--- src/rtl/core/rc4_pkg.sv ---
package rc4_pkg;

  localparam int BYTE_W      = 8;
  localparam int KEY_LEN_W   = 9;
  localparam int TABLE_DEPTH = 256;
  localparam int MAX_KEY_LEN = 256;
  localparam int TABLE_AW    = $clog2(TABLE_DEPTH);
  localparam int KEY_AW      = $clog2(MAX_KEY_LEN);

  localparam logic [KEY_LEN_W-1:0] KEY_LEN_RESET = KEY_LEN_W'(16);
  localparam logic [KEY_LEN_W-1:0] KEY_LEN_MAX   = KEY_LEN_W'(MAX_KEY_LEN);

  localparam logic OP_KEY  = 1'b0;
  localparam logic OP_DATA = 1'b1;

  typedef enum logic [3:0] {
    DP_NOP,
    DP_ACC_KEY,
    DP_ACC_DATA,
    DP_INIT,
    DP_KS_RD,
    DP_KS_J,
    DP_KS_WK,
    DP_KS_WJ,
    DP_D_RI,
    DP_D_RJ,
    DP_D_WI,
    DP_D_WJ,
    DP_D_RT,
    DP_D_OUT,
    DP_PASS
  } dp_op_t;

  typedef struct packed {
    dp_op_t op;
  } dp_cmd_t;

  typedef struct packed {
    logic sched_hit;
    logic k_last;
    logic keyed;
    logic out_free;
  } dp_stat_t;

endpackage

--- src/rtl/core/rc4_if.sv ---
interface rc4_in_if;
  logic                        valid;
  logic                        ready;
  logic                        op;
  logic [rc4_pkg::BYTE_W-1:0]  in_byte;

  modport source (output valid, output op, output in_byte, input ready);
  modport sink   (input valid, input op, input in_byte, output ready);
endinterface

interface rc4_out_if;
  logic                        valid;
  logic                        ready;
  logic [rc4_pkg::BYTE_W-1:0]  out_byte;
  logic                        keyed;

  modport source (output valid, output out_byte, output keyed, input ready);
  modport sink   (input valid, input out_byte, input keyed, output ready);
endinterface

--- src/rtl/core/rc4_ctrl.sv ---
module rc4_ctrl (
  input  logic               clk,
  input  logic               rst_n,
  input  logic               in_valid,
  input  logic               in_op,
  output logic               in_ready,
  input  rc4_pkg::dp_stat_t  stat,
  output rc4_pkg::dp_cmd_t   cmd
);

  typedef enum logic [3:0] {
    ST_IDLE,
    ST_INIT,
    ST_KS_RD,
    ST_KS_J,
    ST_KS_WK,
    ST_KS_WJ,
    ST_D_RI,
    ST_D_RJ,
    ST_D_WI,
    ST_D_WJ,
    ST_D_RT,
    ST_D_OUT,
    ST_PASS
  } state_t;

  state_t state_r, state_nxt;

  always_ff @(posedge clk) begin
    if (!rst_n) begin
      state_r <= ST_IDLE;
    end else begin
      state_r <= state_nxt;
    end
  end

  assign in_ready = (state_r == ST_IDLE);

  always_comb begin
    state_nxt = state_r;
    cmd.op    = rc4_pkg::DP_NOP;
    case (state_r)
      ST_IDLE: begin
        if (in_valid) begin
          if (in_op == rc4_pkg::OP_KEY) begin
            cmd.op = rc4_pkg::DP_ACC_KEY;
            if (stat.sched_hit) state_nxt = ST_INIT;
          end else begin
            cmd.op    = rc4_pkg::DP_ACC_DATA;
            state_nxt = stat.keyed ? ST_D_RI : ST_PASS;
          end
        end
      end
      ST_INIT: begin
        cmd.op = rc4_pkg::DP_INIT;
        if (stat.k_last) state_nxt = ST_KS_RD;
      end
      ST_KS_RD: begin
        cmd.op    = rc4_pkg::DP_KS_RD;
        state_nxt = ST_KS_J;
      end
      ST_KS_J: begin
        cmd.op    = rc4_pkg::DP_KS_J;
        state_nxt = ST_KS_WK;
      end
      ST_KS_WK: begin
        cmd.op    = rc4_pkg::DP_KS_WK;
        state_nxt = ST_KS_WJ;
      end
      ST_KS_WJ: begin
        cmd.op    = rc4_pkg::DP_KS_WJ;
        state_nxt = stat.k_last ? ST_IDLE : ST_KS_RD;
      end
      ST_D_RI: begin
        cmd.op    = rc4_pkg::DP_D_RI;
        state_nxt = ST_D_RJ;
      end
      ST_D_RJ: begin
        cmd.op    = rc4_pkg::DP_D_RJ;
        state_nxt = ST_D_WI;
      end
      ST_D_WI: begin
        cmd.op    = rc4_pkg::DP_D_WI;
        state_nxt = ST_D_WJ;
      end
      ST_D_WJ: begin
        cmd.op    = rc4_pkg::DP_D_WJ;
        state_nxt = ST_D_RT;
      end
      ST_D_RT: begin
        cmd.op    = rc4_pkg::DP_D_RT;
        state_nxt = ST_D_OUT;
      end
      ST_D_OUT: begin
        if (stat.out_free) begin
          cmd.op    = rc4_pkg::DP_D_OUT;
          state_nxt = ST_IDLE;
        end
      end
      ST_PASS: begin
        if (stat.out_free) begin
          cmd.op    = rc4_pkg::DP_PASS;
          state_nxt = ST_IDLE;
        end
      end
      default: begin
        state_nxt = ST_IDLE;
      end
    endcase
  end

endmodule

--- src/rtl/core/rc4_dp.sv ---
module rc4_dp (
  input  logic                              clk,
  input  logic                              rst_n,
  input  logic [rc4_pkg::KEY_LEN_W-1:0]     key_length,
  input  logic [rc4_pkg::BYTE_W-1:0]        in_byte,
  input  rc4_pkg::dp_cmd_t                  cmd,
  output rc4_pkg::dp_stat_t                 stat,
  output logic                              out_valid,
  input  logic                              out_ready,
  output logic [rc4_pkg::BYTE_W-1:0]        out_byte,
  output logic                              out_keyed
);

  logic [rc4_pkg::BYTE_W-1:0] perm_mem [rc4_pkg::TABLE_DEPTH];
  logic [rc4_pkg::BYTE_W-1:0] key_mem  [rc4_pkg::MAX_KEY_LEN];

  logic [rc4_pkg::KEY_LEN_W-1:0] key_count_r, key_count_nxt;
  logic [rc4_pkg::TABLE_AW-1:0]  k_r, k_nxt;
  logic [rc4_pkg::KEY_AW-1:0]    kidx_r, kidx_nxt;
  logic [rc4_pkg::TABLE_AW-1:0]  i_r, i_nxt;
  logic [rc4_pkg::TABLE_AW-1:0]  j_r, j_nxt;
  logic [rc4_pkg::BYTE_W-1:0]    sa_r, sa_nxt;
  logic [rc4_pkg::TABLE_AW-1:0]  t_r, t_nxt;
  logic [rc4_pkg::BYTE_W-1:0]    byte_r, byte_nxt;
  logic                          keyed_r, keyed_nxt;
  logic                          out_valid_r, out_valid_nxt;
  logic [rc4_pkg::BYTE_W-1:0]    out_byte_r, out_byte_nxt;
  logic                          out_keyed_r, out_keyed_nxt;

  logic [rc4_pkg::BYTE_W-1:0]    perm_rd_r;
  logic [rc4_pkg::BYTE_W-1:0]    key_rd_r;

  logic                          perm_we, perm_re, key_we, key_re;
  logic [rc4_pkg::TABLE_AW-1:0]  perm_waddr, perm_raddr;
  logic [rc4_pkg::BYTE_W-1:0]    perm_wdata;

  logic [rc4_pkg::KEY_LEN_W-1:0] eff_len;
  logic [rc4_pkg::KEY_LEN_W-1:0] count_inc;
  logic [rc4_pkg::KEY_LEN_W-1:0] kidx_inc;
  logic [rc4_pkg::TABLE_AW-1:0]  j_ks;
  logic [rc4_pkg::TABLE_AW-1:0]  j_data;
  logic [rc4_pkg::TABLE_AW-1:0]  i_inc;
  logic                          out_free;

  // zero acts as one, anything above the store depth as the full depth
  always_comb begin
    if (key_length == '0) begin
      eff_len = rc4_pkg::KEY_LEN_W'(1);
    end else if (key_length > rc4_pkg::KEY_LEN_MAX) begin
      eff_len = rc4_pkg::KEY_LEN_MAX;
    end else begin
      eff_len = key_length;
    end
  end

  assign count_inc = key_count_r + rc4_pkg::KEY_LEN_W'(1);
  assign kidx_inc  = {{(rc4_pkg::KEY_LEN_W-rc4_pkg::KEY_AW){1'b0}}, kidx_r}
                     + rc4_pkg::KEY_LEN_W'(1);
  assign j_ks      = j_r + perm_rd_r + key_rd_r;
  assign j_data    = j_r + perm_rd_r;
  assign i_inc     = i_r + rc4_pkg::TABLE_AW'(1);
  assign out_free  = !out_valid_r || out_ready;

  assign stat.sched_hit = (count_inc >= eff_len);
  assign stat.k_last    = (k_r == {rc4_pkg::TABLE_AW{1'b1}});
  assign stat.keyed     = keyed_r;
  assign stat.out_free  = out_free;

  always_comb begin
    key_count_nxt = key_count_r;
    k_nxt         = k_r;
    kidx_nxt      = kidx_r;
    i_nxt         = i_r;
    j_nxt         = j_r;
    sa_nxt        = sa_r;
    t_nxt         = t_r;
    byte_nxt      = byte_r;
    keyed_nxt     = keyed_r;
    out_valid_nxt = out_valid_r && !out_ready;
    out_byte_nxt  = out_byte_r;
    out_keyed_nxt = out_keyed_r;
    perm_we       = 1'b0;
    perm_re       = 1'b0;
    key_we        = 1'b0;
    key_re        = 1'b0;
    perm_waddr    = k_r;
    perm_wdata    = k_r;
    perm_raddr    = k_r;
    case (cmd.op)
      rc4_pkg::DP_ACC_KEY: begin
        key_we = 1'b1;
        if (stat.sched_hit) begin
          key_count_nxt = '0;
          k_nxt         = '0;
        end else begin
          key_count_nxt = count_inc;
        end
      end
      rc4_pkg::DP_ACC_DATA: begin
        byte_nxt = in_byte;
      end
      rc4_pkg::DP_INIT: begin
        perm_we = 1'b1;
        k_nxt   = k_r + rc4_pkg::TABLE_AW'(1);
        kidx_nxt = '0;
        j_nxt   = '0;
      end
      rc4_pkg::DP_KS_RD: begin
        perm_re    = 1'b1;
        key_re     = 1'b1;
        perm_raddr = k_r;
      end
      rc4_pkg::DP_KS_J: begin
        perm_re    = 1'b1;
        perm_raddr = j_ks;
        j_nxt      = j_ks;
        sa_nxt     = perm_rd_r;
      end
      rc4_pkg::DP_KS_WK: begin
        perm_we    = 1'b1;
        perm_waddr = k_r;
        perm_wdata = perm_rd_r;
      end
      rc4_pkg::DP_KS_WJ: begin
        perm_we    = 1'b1;
        perm_waddr = j_r;
        perm_wdata = sa_r;
        k_nxt      = k_r + rc4_pkg::TABLE_AW'(1);
        kidx_nxt   = (kidx_inc >= eff_len) ? '0 : kidx_inc[rc4_pkg::KEY_AW-1:0];
        if (stat.k_last) begin
          i_nxt     = '0;
          j_nxt     = '0;
          keyed_nxt = 1'b1;
        end
      end
      rc4_pkg::DP_D_RI: begin
        perm_re    = 1'b1;
        perm_raddr = i_inc;
        i_nxt      = i_inc;
      end
      rc4_pkg::DP_D_RJ: begin
        perm_re    = 1'b1;
        perm_raddr = j_data;
        j_nxt      = j_data;
        sa_nxt     = perm_rd_r;
      end
      rc4_pkg::DP_D_WI: begin
        perm_we    = 1'b1;
        perm_waddr = i_r;
        perm_wdata = perm_rd_r;
        t_nxt      = sa_r + perm_rd_r;
      end
      rc4_pkg::DP_D_WJ: begin
        perm_we    = 1'b1;
        perm_waddr = j_r;
        perm_wdata = sa_r;
      end
      rc4_pkg::DP_D_RT: begin
        perm_re    = 1'b1;
        perm_raddr = t_r;
      end
      rc4_pkg::DP_D_OUT: begin
        out_valid_nxt = 1'b1;
        out_byte_nxt  = perm_rd_r ^ byte_r;
        out_keyed_nxt = 1'b1;
      end
      rc4_pkg::DP_PASS: begin
        out_valid_nxt = 1'b1;
        out_byte_nxt  = byte_r;
        out_keyed_nxt = 1'b0;
      end
      default: begin
      end
    endcase
  end

  always_ff @(posedge clk) begin
    if (perm_we) begin
      perm_mem[perm_waddr] <= perm_wdata;
    end
    if (perm_re) begin
      perm_rd_r <= perm_mem[perm_raddr];
    end
  end

  always_ff @(posedge clk) begin
    if (key_we) begin
      key_mem[key_count_r[rc4_pkg::KEY_AW-1:0]] <= in_byte;
    end
    if (key_re) begin
      key_rd_r <= key_mem[kidx_r];
    end
  end

  always_ff @(posedge clk) begin
    if (!rst_n) begin
      key_count_r <= '0;
      i_r         <= '0;
      j_r         <= '0;
      keyed_r     <= 1'b0;
      out_valid_r <= 1'b0;
    end else begin
      key_count_r <= key_count_nxt;
      i_r         <= i_nxt;
      j_r         <= j_nxt;
      keyed_r     <= keyed_nxt;
      out_valid_r <= out_valid_nxt;
    end
  end

  always_ff @(posedge clk) begin
    k_r         <= k_nxt;
    kidx_r      <= kidx_nxt;
    sa_r        <= sa_nxt;
    t_r         <= t_nxt;
    byte_r      <= byte_nxt;
    out_byte_r  <= out_byte_nxt;
    out_keyed_r <= out_keyed_nxt;
  end

  assign out_valid = out_valid_r;
  assign out_byte  = out_byte_r;
  assign out_keyed = out_keyed_r;

endmodule

--- src/rtl/core/rc4_stream_cipher_unit.sv ---
// Channel   Dir  Handshake     Payload
// in_ch     in   valid/ready   op (0 key byte, 1 data byte), in_byte[7:0]
// out_ch    out  valid/ready   out_byte[7:0], keyed
// cfg       in   cfg_we        cfg_wdata[8:0] = key_length
//
// A key byte is taken in the idle state; the byte that completes the key adds
// a schedule: table init of all 256 entries, then 256 steps of KS_RD, KS_J,
// KS_WK and KS_WJ. A data byte is taken, then passes five permutation memory
// accesses and the output state; unkeyed bytes go straight to ST_PASS.
// Synchronous active-low reset; no clearing pass, the table is rebuilt by each
// schedule. One request is in flight; the output register holds a result while
// the next request is taken, and a stalled output stalls only the final state.
module rc4_stream_cipher_unit (
  input  logic                           clk,
  input  logic                           rst_n,
  rc4_in_if.sink                         in_ch,
  rc4_out_if.source                      out_ch,
  input  logic                           cfg_we,
  input  logic [rc4_pkg::KEY_LEN_W-1:0]  cfg_wdata
);

  logic [rc4_pkg::KEY_LEN_W-1:0] key_length_r;
  rc4_pkg::dp_cmd_t              cmd;
  rc4_pkg::dp_stat_t             stat;

  always_ff @(posedge clk) begin
    if (!rst_n) begin
      key_length_r <= rc4_pkg::KEY_LEN_RESET;
    end else if (cfg_we) begin
      key_length_r <= cfg_wdata;
    end
  end

  rc4_ctrl u_ctrl (
    .clk      (clk),
    .rst_n    (rst_n),
    .in_valid (in_ch.valid),
    .in_op    (in_ch.op),
    .in_ready (in_ch.ready),
    .stat     (stat),
    .cmd      (cmd)
  );

  rc4_dp u_dp (
    .clk        (clk),
    .rst_n      (rst_n),
    .key_length (key_length_r),
    .in_byte    (in_ch.in_byte),
    .cmd        (cmd),
    .stat       (stat),
    .out_valid  (out_ch.valid),
    .out_ready  (out_ch.ready),
    .out_byte   (out_ch.out_byte),
    .out_keyed  (out_ch.keyed)
  );

endmodule

--- src/flat_wrapper.sv ---
// flat-port wrapper written by rule: the top's interface ports become plain ports
module rc4_stream_cipher_unit_flat 
  (clk, rst_n, cfg_we, cfg_wdata, in_ch_valid, in_ch_op, in_ch_in_byte, in_ch_ready, out_ch_valid, out_ch_out_byte, out_ch_keyed, out_ch_ready);
  rc4_in_if in_ch_i ();
  rc4_out_if out_ch_i ();
  input  logic clk;
  input  logic rst_n;
  input  logic cfg_we;
  input  logic [rc4_pkg::KEY_LEN_W-1:0] cfg_wdata;
  input wire logic [$bits(in_ch_i.valid)-1:0] in_ch_valid;
  input wire logic [$bits(in_ch_i.op)-1:0] in_ch_op;
  input wire logic [$bits(in_ch_i.in_byte)-1:0] in_ch_in_byte;
  output wire logic [$bits(in_ch_i.ready)-1:0] in_ch_ready;
  output wire logic [$bits(out_ch_i.valid)-1:0] out_ch_valid;
  output wire logic [$bits(out_ch_i.out_byte)-1:0] out_ch_out_byte;
  output wire logic [$bits(out_ch_i.keyed)-1:0] out_ch_keyed;
  input wire logic [$bits(out_ch_i.ready)-1:0] out_ch_ready;
  assign in_ch_i.valid = in_ch_valid;
  assign in_ch_i.op = in_ch_op;
  assign in_ch_i.in_byte = in_ch_in_byte;
  assign in_ch_ready = in_ch_i.ready;
  assign out_ch_valid = out_ch_i.valid;
  assign out_ch_out_byte = out_ch_i.out_byte;
  assign out_ch_keyed = out_ch_i.keyed;
  assign out_ch_i.ready = out_ch_ready;
  rc4_stream_cipher_unit u_core (.clk(clk), .rst_n(rst_n), .in_ch(in_ch_i), .out_ch(out_ch_i), .cfg_we(cfg_we), .cfg_wdata(cfg_wdata));
endmodule
--- config.mk ---
export PLATFORM = sky130hd
export DESIGN_NAME = rc4_stream_cipher_unit_flat
export DESIGN_NICKNAME = d
export VERILOG_FILES = /design/src/rtl/core/rc4_pkg.sv /design/src/rtl/core/rc4_if.sv /design/src/rtl/core/rc4_ctrl.sv /design/src/rtl/core/rc4_dp.sv /design/src/rtl/core/rc4_stream_cipher_unit.sv /design/src/flat_wrapper.sv
export SDC_FILE = /design/constraint.sdc
export NUM_CORES = 2
export LEC_CHECK = 0
export BUFFER_PORTS_ARGS = -buffer_cell sky130_fd_sc_hd__buf_4
export CAP_MARGIN = 0
export CORE_ASPECT_RATIO = 0.75
export CORE_MARGIN = 4
export CORE_UTILIZATION = 40
export CTS_BUF_LIST = sky130_fd_sc_hd__clkbuf_8
export DETAILED_ROUTE_END_ITERATION = 10
export GPL_TIMING_DRIVEN = 0
export PLACE_DENSITY = 0.65
export REMOVE_ABC_BUFFERS = 1
export SLEW_MARGIN = 15
export SYNTH_ARGS = -nofsm -noshare
export SYNTH_HDL_FRONTEND = slang
export SYNTH_SLANG_ARGS = --single-unit
export TNS_END_PERCENT = 30
--- constraint.sdc ---
create_clock -name clk -period 31 [get_ports clk]
set_input_delay 6.2 -clock clk [delete_from_list [all_inputs] [get_ports clk]]
set_output_delay 6.2 -clock clk [all_outputs]
set_load 0.02 [all_outputs]
# After elaboration in Yosys (flattened, before gate mapping)
# Memory sizes are Yosys's and may differ from the RTL's. A register that Yosys moved wholly into a read port is not among the register bits.
# Cells that the tools add are included.
# op_classes
addsub	7
order_cmp	3
n_eq_ne	33
n_mux	37
bitwise_logic	1
n_reduce_logical	24
# op_table
operator	count
case mux 8 bit (2 select lines)	6
case mux 8 bit (4 select lines)	2
case mux 4 bit (13 select lines)	1
== test 4 bit, second input constant	12
case mux 4 bit (12 select lines)	1
== test 4 x 3 -> 1 bit, second input constant	8
2-to-1 mux 4 bit	8
2-to-1 mux 9 bit	3
adder 8 bit	3
2-to-1 mux 8 bit	3
>= comparator 9 bit	2
adder 8 x 1 -> 8 bit, second input constant	2
== test 4 x 2 -> 1 bit, second input constant	4
OR reduction 2 bit	6
OR reduction 5 bit	2
adder 8 x 1 -> 9 bit, second input constant	1
adder 9 x 1 -> 9 bit, second input constant	1
greater-than comparator 9 bit, second input constant	1
logical NOT 9 bit	1
2-to-1 mux 1 bit	9
== test 4 x 1 -> 1 bit, second input constant	2
== test 8 bit, second input constant	1
AND reduction 2 bit	4
nonzero test 2 bit	4
other kinds (12)	18
# totals
regBits	89
mem_bits_rw	4096
out_inout_bits	11
word_cells	121
mem_count	2
# mem_list
memory	depth	width	rd	rd_ports_with_merged_regs	wr	line	text
u_core.u_dp.key_mem	256	8	1	1	1	rc4_dp.sv:15	logic [rc4_pkg::BYTE_W-1:0] key_mem [rc4_pkg::MAX_KEY_LEN];
u_core.u_dp.perm_mem	256	8	1	1	1	rc4_dp.sv:14	logic [rc4_pkg::BYTE_W-1:0] perm_mem [rc4_pkg::TABLE_DEPTH];

# Logic depth before layout (Yosys ltp)
# depth
depth_word	9
ltp_mapped	21

# Hierarchy
# A second synthesis with hierarchy kept.
# unflattened
cells_unflattened	10860
hier_area_um2	168582.9
# modules_own_cells
mod	instances	cells_per_inst	area_each_um2
rc4_dp	1	10770	167802.2
rc4_ctrl	1	62	445.4
rc4_stream_cipher_unit	1	28	335.3

# Worst setup path after synthesis
# No wires, ideal clock.
# synth_timing
path_kind	input -> register
from	input port out_ch_ready
to	memory u_core.u_dp.perm_mem[0][7] (netlist bit), data pin
setup_ps	2186
arrival_time_ps	16943
t_required_ps	28814
slack_ps	11870
path_stages	5
n_path_buf	1
path_cell_list	nand4b_1 -> a32oi_1 -> buf_2 -> mux2i_1 -> o21ai_0
# synth_between
elab_chain_cells	6
elab_cells_between_ends	11
cone_classes	4 x eq/ne; 4 x mux; 3 x reduce/logical
# synth_rtl
item	line	text
start, declared	flat_wrapper.sv:17	input wire logic [$bits(out_ch_i.ready)-1:0] out_ch_ready;
logical OR 1 bit (*)	rc4_dp.sv:62	assign out_free = !out_valid_r || out_ready;
2-to-1 mux 4 bit (on tied branches)	rc4_ctrl.sv:95, rc4_ctrl.sv:101	
case mux 4 bit (13 select lines) (*)	rc4_ctrl.sv:42	case (state_r)
== test 4 x 3 -> 1 bit / == test 4 bit (equally long branches)	rc4_dp.sv:89	case (cmd.op)
OR reduction 2 bit (no line)	--	
case mux 8 bit (2 select lines) (*)	rc4_dp.sv:89	
net u_core.u_dp.perm_wdata, one bit	rc4_dp.sv:35	logic [rc4_pkg::BYTE_W-1:0] perm_wdata;
end, declared	rc4_dp.sv:14	
# The timed path passes the listed nets; every way through them passes the cells marked *.

# Worst setup path after layout
# layout_timing
from	input port in_ch_valid
to	register u_core.u_dp.perm_rd_r[6] (netlist bit), read port of u_core.u_dp.perm_mem, data pin
# layout_between
elab_chain_cells	5
elab_cells_between_ends	10
cone_classes	5 x eq/ne; 4 x mux; 1 x reduce/logical
# layout_rtl
item	line	text
start, declared	flat_wrapper.sv:10	input wire logic [$bits(in_ch_i.valid)-1:0] in_ch_valid;
2-to-1 mux 2 bit (*)	rc4_ctrl.sv:44	if (in_valid) begin
case mux 4 bit (13 select lines) (*)	rc4_ctrl.sv:42	
== test 4 bit / == test 4 x 3 -> 1 bit (equally long branches)	rc4_dp.sv:89	
OR reduction 5 bit (no line)	--	
2-to-1 mux 1 bit	rc4_dp.sv:89	
end, declared	rc4_dp.sv:30	logic [rc4_pkg::BYTE_W-1:0] perm_rd_r;
# Every way passes the cells marked *; elsewhere a longest branch is shown, timed or not.
# A chain may end at the register's enable or synchronous reset.

==> qor.csv <==
metric,value,unit
status,"finished, final reports clean",
cts_setup_buffers,0,
synth_mux_area_share,10.4,%
io_buffers,33,
switching_power,5570,uW
ir_worst_vdd,0.0649,mV
synth-compound-area-share,5.75,%
dieWidth,755,um
power_density,85.3,nW/um^2
fp.coreArea,417000,sq um
maxCapViolCount,0,
drc_errors,0,
area_growth,14.2,%
dpl.hpwl,285,mm
max_freq,82.3,MHz
ios,34,
dieArea,430000,sq um
setup_ws,18.85,ns
clkLatencyLatePin,1.21,ns
cp.buffers_inverters,5,
ys.flop_type,edfxtp_1,
grt.met1_usage,28.9,%
drive_gt1_share,15.5,%
rsz0062_at_grt,no,
wire_per_inst,27.0,um
worstSetupEndpointType,flop,
cts_sinks,4201,
clk_pin_slew,0.06,ns
grt.total_usage,20.3,%
drv_slew,0,
final-hold-violation-count,0,
viasPerCell,5.81,
grt_pass1_vias,95138,
gr-usage-met2,30.0,%
totalNegativeSetupSlack,0,ns
synth_seq_area_share,75.0,%
combinationalPowerShare,31.0,%
cp.required,31.89,ns
fin_crit,12.15,ns
cp_common_cell,buf_16,
ys_seq_elements,4201,
synth_top_area_share,74.5,%
slew_headroom,11.3,%
busiest_layer,met2,
cts_buffer_depth,4,
grt_pass1_wl,652,mm
start_util,40.2,%
syn_area_per_cell,16.3,sq um
netlist_area,168000,sq um
die_y,569,um
worst_slew_pin_slew,1.31,ns
yosys.area_share.simple,6.22,%
pwr-share-seq,42.6,%
leakagePower,0.0631,uW
power.share.clock,26.4,%
synth_cells,10260,
ctsResizeCount,0,
ys_top_cells_by_count,"4161 x edfxtp_1, 1274 x nand2_1, 814 x mux2i_1",
tritoncts,yes,
hold_class,flop to flop,
dp_slack,17.67,ns
wirelength,451,mm
drt-initial-drc-count,13228,
synth_xor_area_share,0.266,%
r2r_end,u_core.u_dp.perm_rd_r[6]$_DFFE_PP_,
gr-total-overflow,0,
numCtsBuffers,654,
worstHoldStart,u_core.u_dp.key_count_r[8]$_SDFFE_PN0P_,
synth_edf_count,4161,
p_int,10800,uW
worst-path-max-fanout,94,
ys_warn_count,0,
arrival,13.04,ns
synth.most_common_cell,edfxtp_1,
grtUsageMet3,5.61,%
hold_buffers,0,
cp-startpoint,in_ch_valid,
routabilityCongestion,0.858,
cp-endpoint,u_core.u_dp.perm_rd_r[6]$_DFFE_PP_,
regToRegSetupSlack,23.07,ns
cts_root_buffer,clkbuf_8,
path_class,input pin to flop,
synth_fa_ha_area_share,0.379,%
crit_chain,buf_4 -> nor2b_1 -> a32oi_1 -> or3_4 -> nand2_8 -> buf_16 -> buf_16 -> buf_16 -> buf_16 -> mux2i_1 -> o22ai_1 -> or4_1 -> o311ai_1 -> a21oi_1 -> o31a_1 -> or4_1,
drtAntennaViolNets,0,
nNetsFinal,10691,
yosys-top-cells-area,"edfxtp_1 75%, mux2i_1 4.9%, mux4_2 4.8%",
antenna_found_initial,23,
p_sw_share,34.1,%
cts.htree.levels,6,
crit_cells,16,
setup_violations,0,
finalClockSkew,0.0583,ns
grt_start_max_net_pins,127,
rows,205,
slowest_delay,0.83,ns
critical-path-top-delay-family,simple AND/OR/NAND/NOR gates,
first_pass_iters,9,
synthArstFlopShare,0,%
via_count,97149,
r2r-start,u_core.u_dp.perm_rd_r[0]$_DFFE_PP_,
r2r_cells,19,
yosysTopAreaCell,edfxtp_1,
synthDistinctLibCells,91,
critPathSlowestCell,or3_4,
period_share,39.2,%
synth_top_family_by_area,multiplexers,
worst_setup_path_start_kind,input pin,
metrics by stage:
stage / instance area, sq um / total power, uW / hold WS, ns / cells / utilization (%)
floorplan: 165000 / 10900 / 0.444 / 9607 / -
global route: 191000 / 16900 / 0.496 / 16702 / 45.9
detailed placement: 179000 / 12000 / 0.471 / 15552 / 43.1
finish: 191000 / 16300 / 0.487 / 16722 / 45.9
CTS: 191000 / 16300 / 0.482 / 16690 / 45.9
global placement: 172000 / 13700 / 0.456 / 15229 / 41.2
logic make-up after synthesis:
family	after synthesis
AO/OA/AOI/OAI	1531
XOR/XNOR	51
adder cells (fa/ha/maj)	49
buffers and inverters	683
flip-flops	4201
multiplexers	1287
AND/OR/NAND/NOR	2458
cells in the final DEF, fill, tap and decap left out, types with 142 or more instances in the layout:
cell type,n
nor2_1,588
nand2_1,1253
o21ai_0,172
a21oi_1,574
clkinv_1,142
mux4_2,358
nand3_1,210
inv_1,231
o22ai_1,293
clkbuf_8,661
edfxtp_1,4161
mux2i_1,814
buf_16,153
worst reg2reg max path, cell delays in order, from the launching register on:
cell,delay [ns]
edfxtp_1,0.49
ha_1,0.37
ha_1,0.30
or4b_1,0.47
o221ai_1,0.17
a41oi_4,0.48
buf_16,0.37
buf_8,0.17
nand2_8,0.62
buf_16,0.50
buf_16,0.41
buf_16,0.36
buf_16,0.39
mux2i_1,0.31
o22ai_1,0.12
or4_1,0.43
o311ai_1,0.23
a21oi_1,0.46
o31a_1,0.40
or4_1,0.56
worst min path at each step:
stage	endpoint	slack (ns)	cells after the start
finish	u_core.u_dp.key_count_r[8]$_SDFFE_PN0P_	0.49	2
global route	u_core.u_dp.key_count_r[8]$_SDFFE_PN0P_	0.50	2
floorplan	u_core.u_dp.key_count_r[8]$_SDFFE_PN0P_	0.44	2
global placement	u_core.u_dp.key_count_r[8]$_SDFFE_PN0P_	0.46	2
detailed placement	u_core.u_dp.key_count_r[8]$_SDFFE_PN0P_	0.47	2
CTS	u_core.u_dp.key_count_r[8]$_SDFFE_PN0P_	0.48	2
flip-flops by register name (all words and copies together) (netlist names), 9 cells and up:
| name | flops |
|---|---|
| u_core.u_dp.key_mem | 2048 |
| u_core.u_dp.perm_mem | 2048 |
| u_core.key_length_r | 9 |
| u_core.u_dp.key_count_r | 9 |
metal layers:
layer	share of wire (%)	up-vias
li1	-	41152
met1	40	49366
met2	44	5677
met3	12	940
met4	3.5	14
met5	0.071	-
power by group through the flow:
stage               clock, uW  sequential (uW)  combinational [uW]
finish                   4310             6960                5060
CTS                      4370             6950                4960
global placement            0             8290                5450
global route             4650             6960                5280
floorplan                   0             7660                3290
detailed placement          0             7070                4940
final cells by class:
type	instances	area [sq um]
Clock inverter	477	2740
Fill cell	34891	225000
Tap cell	5589	6990
Timing Repair Buffer	356	7390
Inverter	30	113
Multi-Input combinational cell	5376	39200
Sequential cell	4201	126000
Clock buffer	661	9100
Antenna cell	32	80.1
Note: power is estimated with default switching activity, not from simulation.
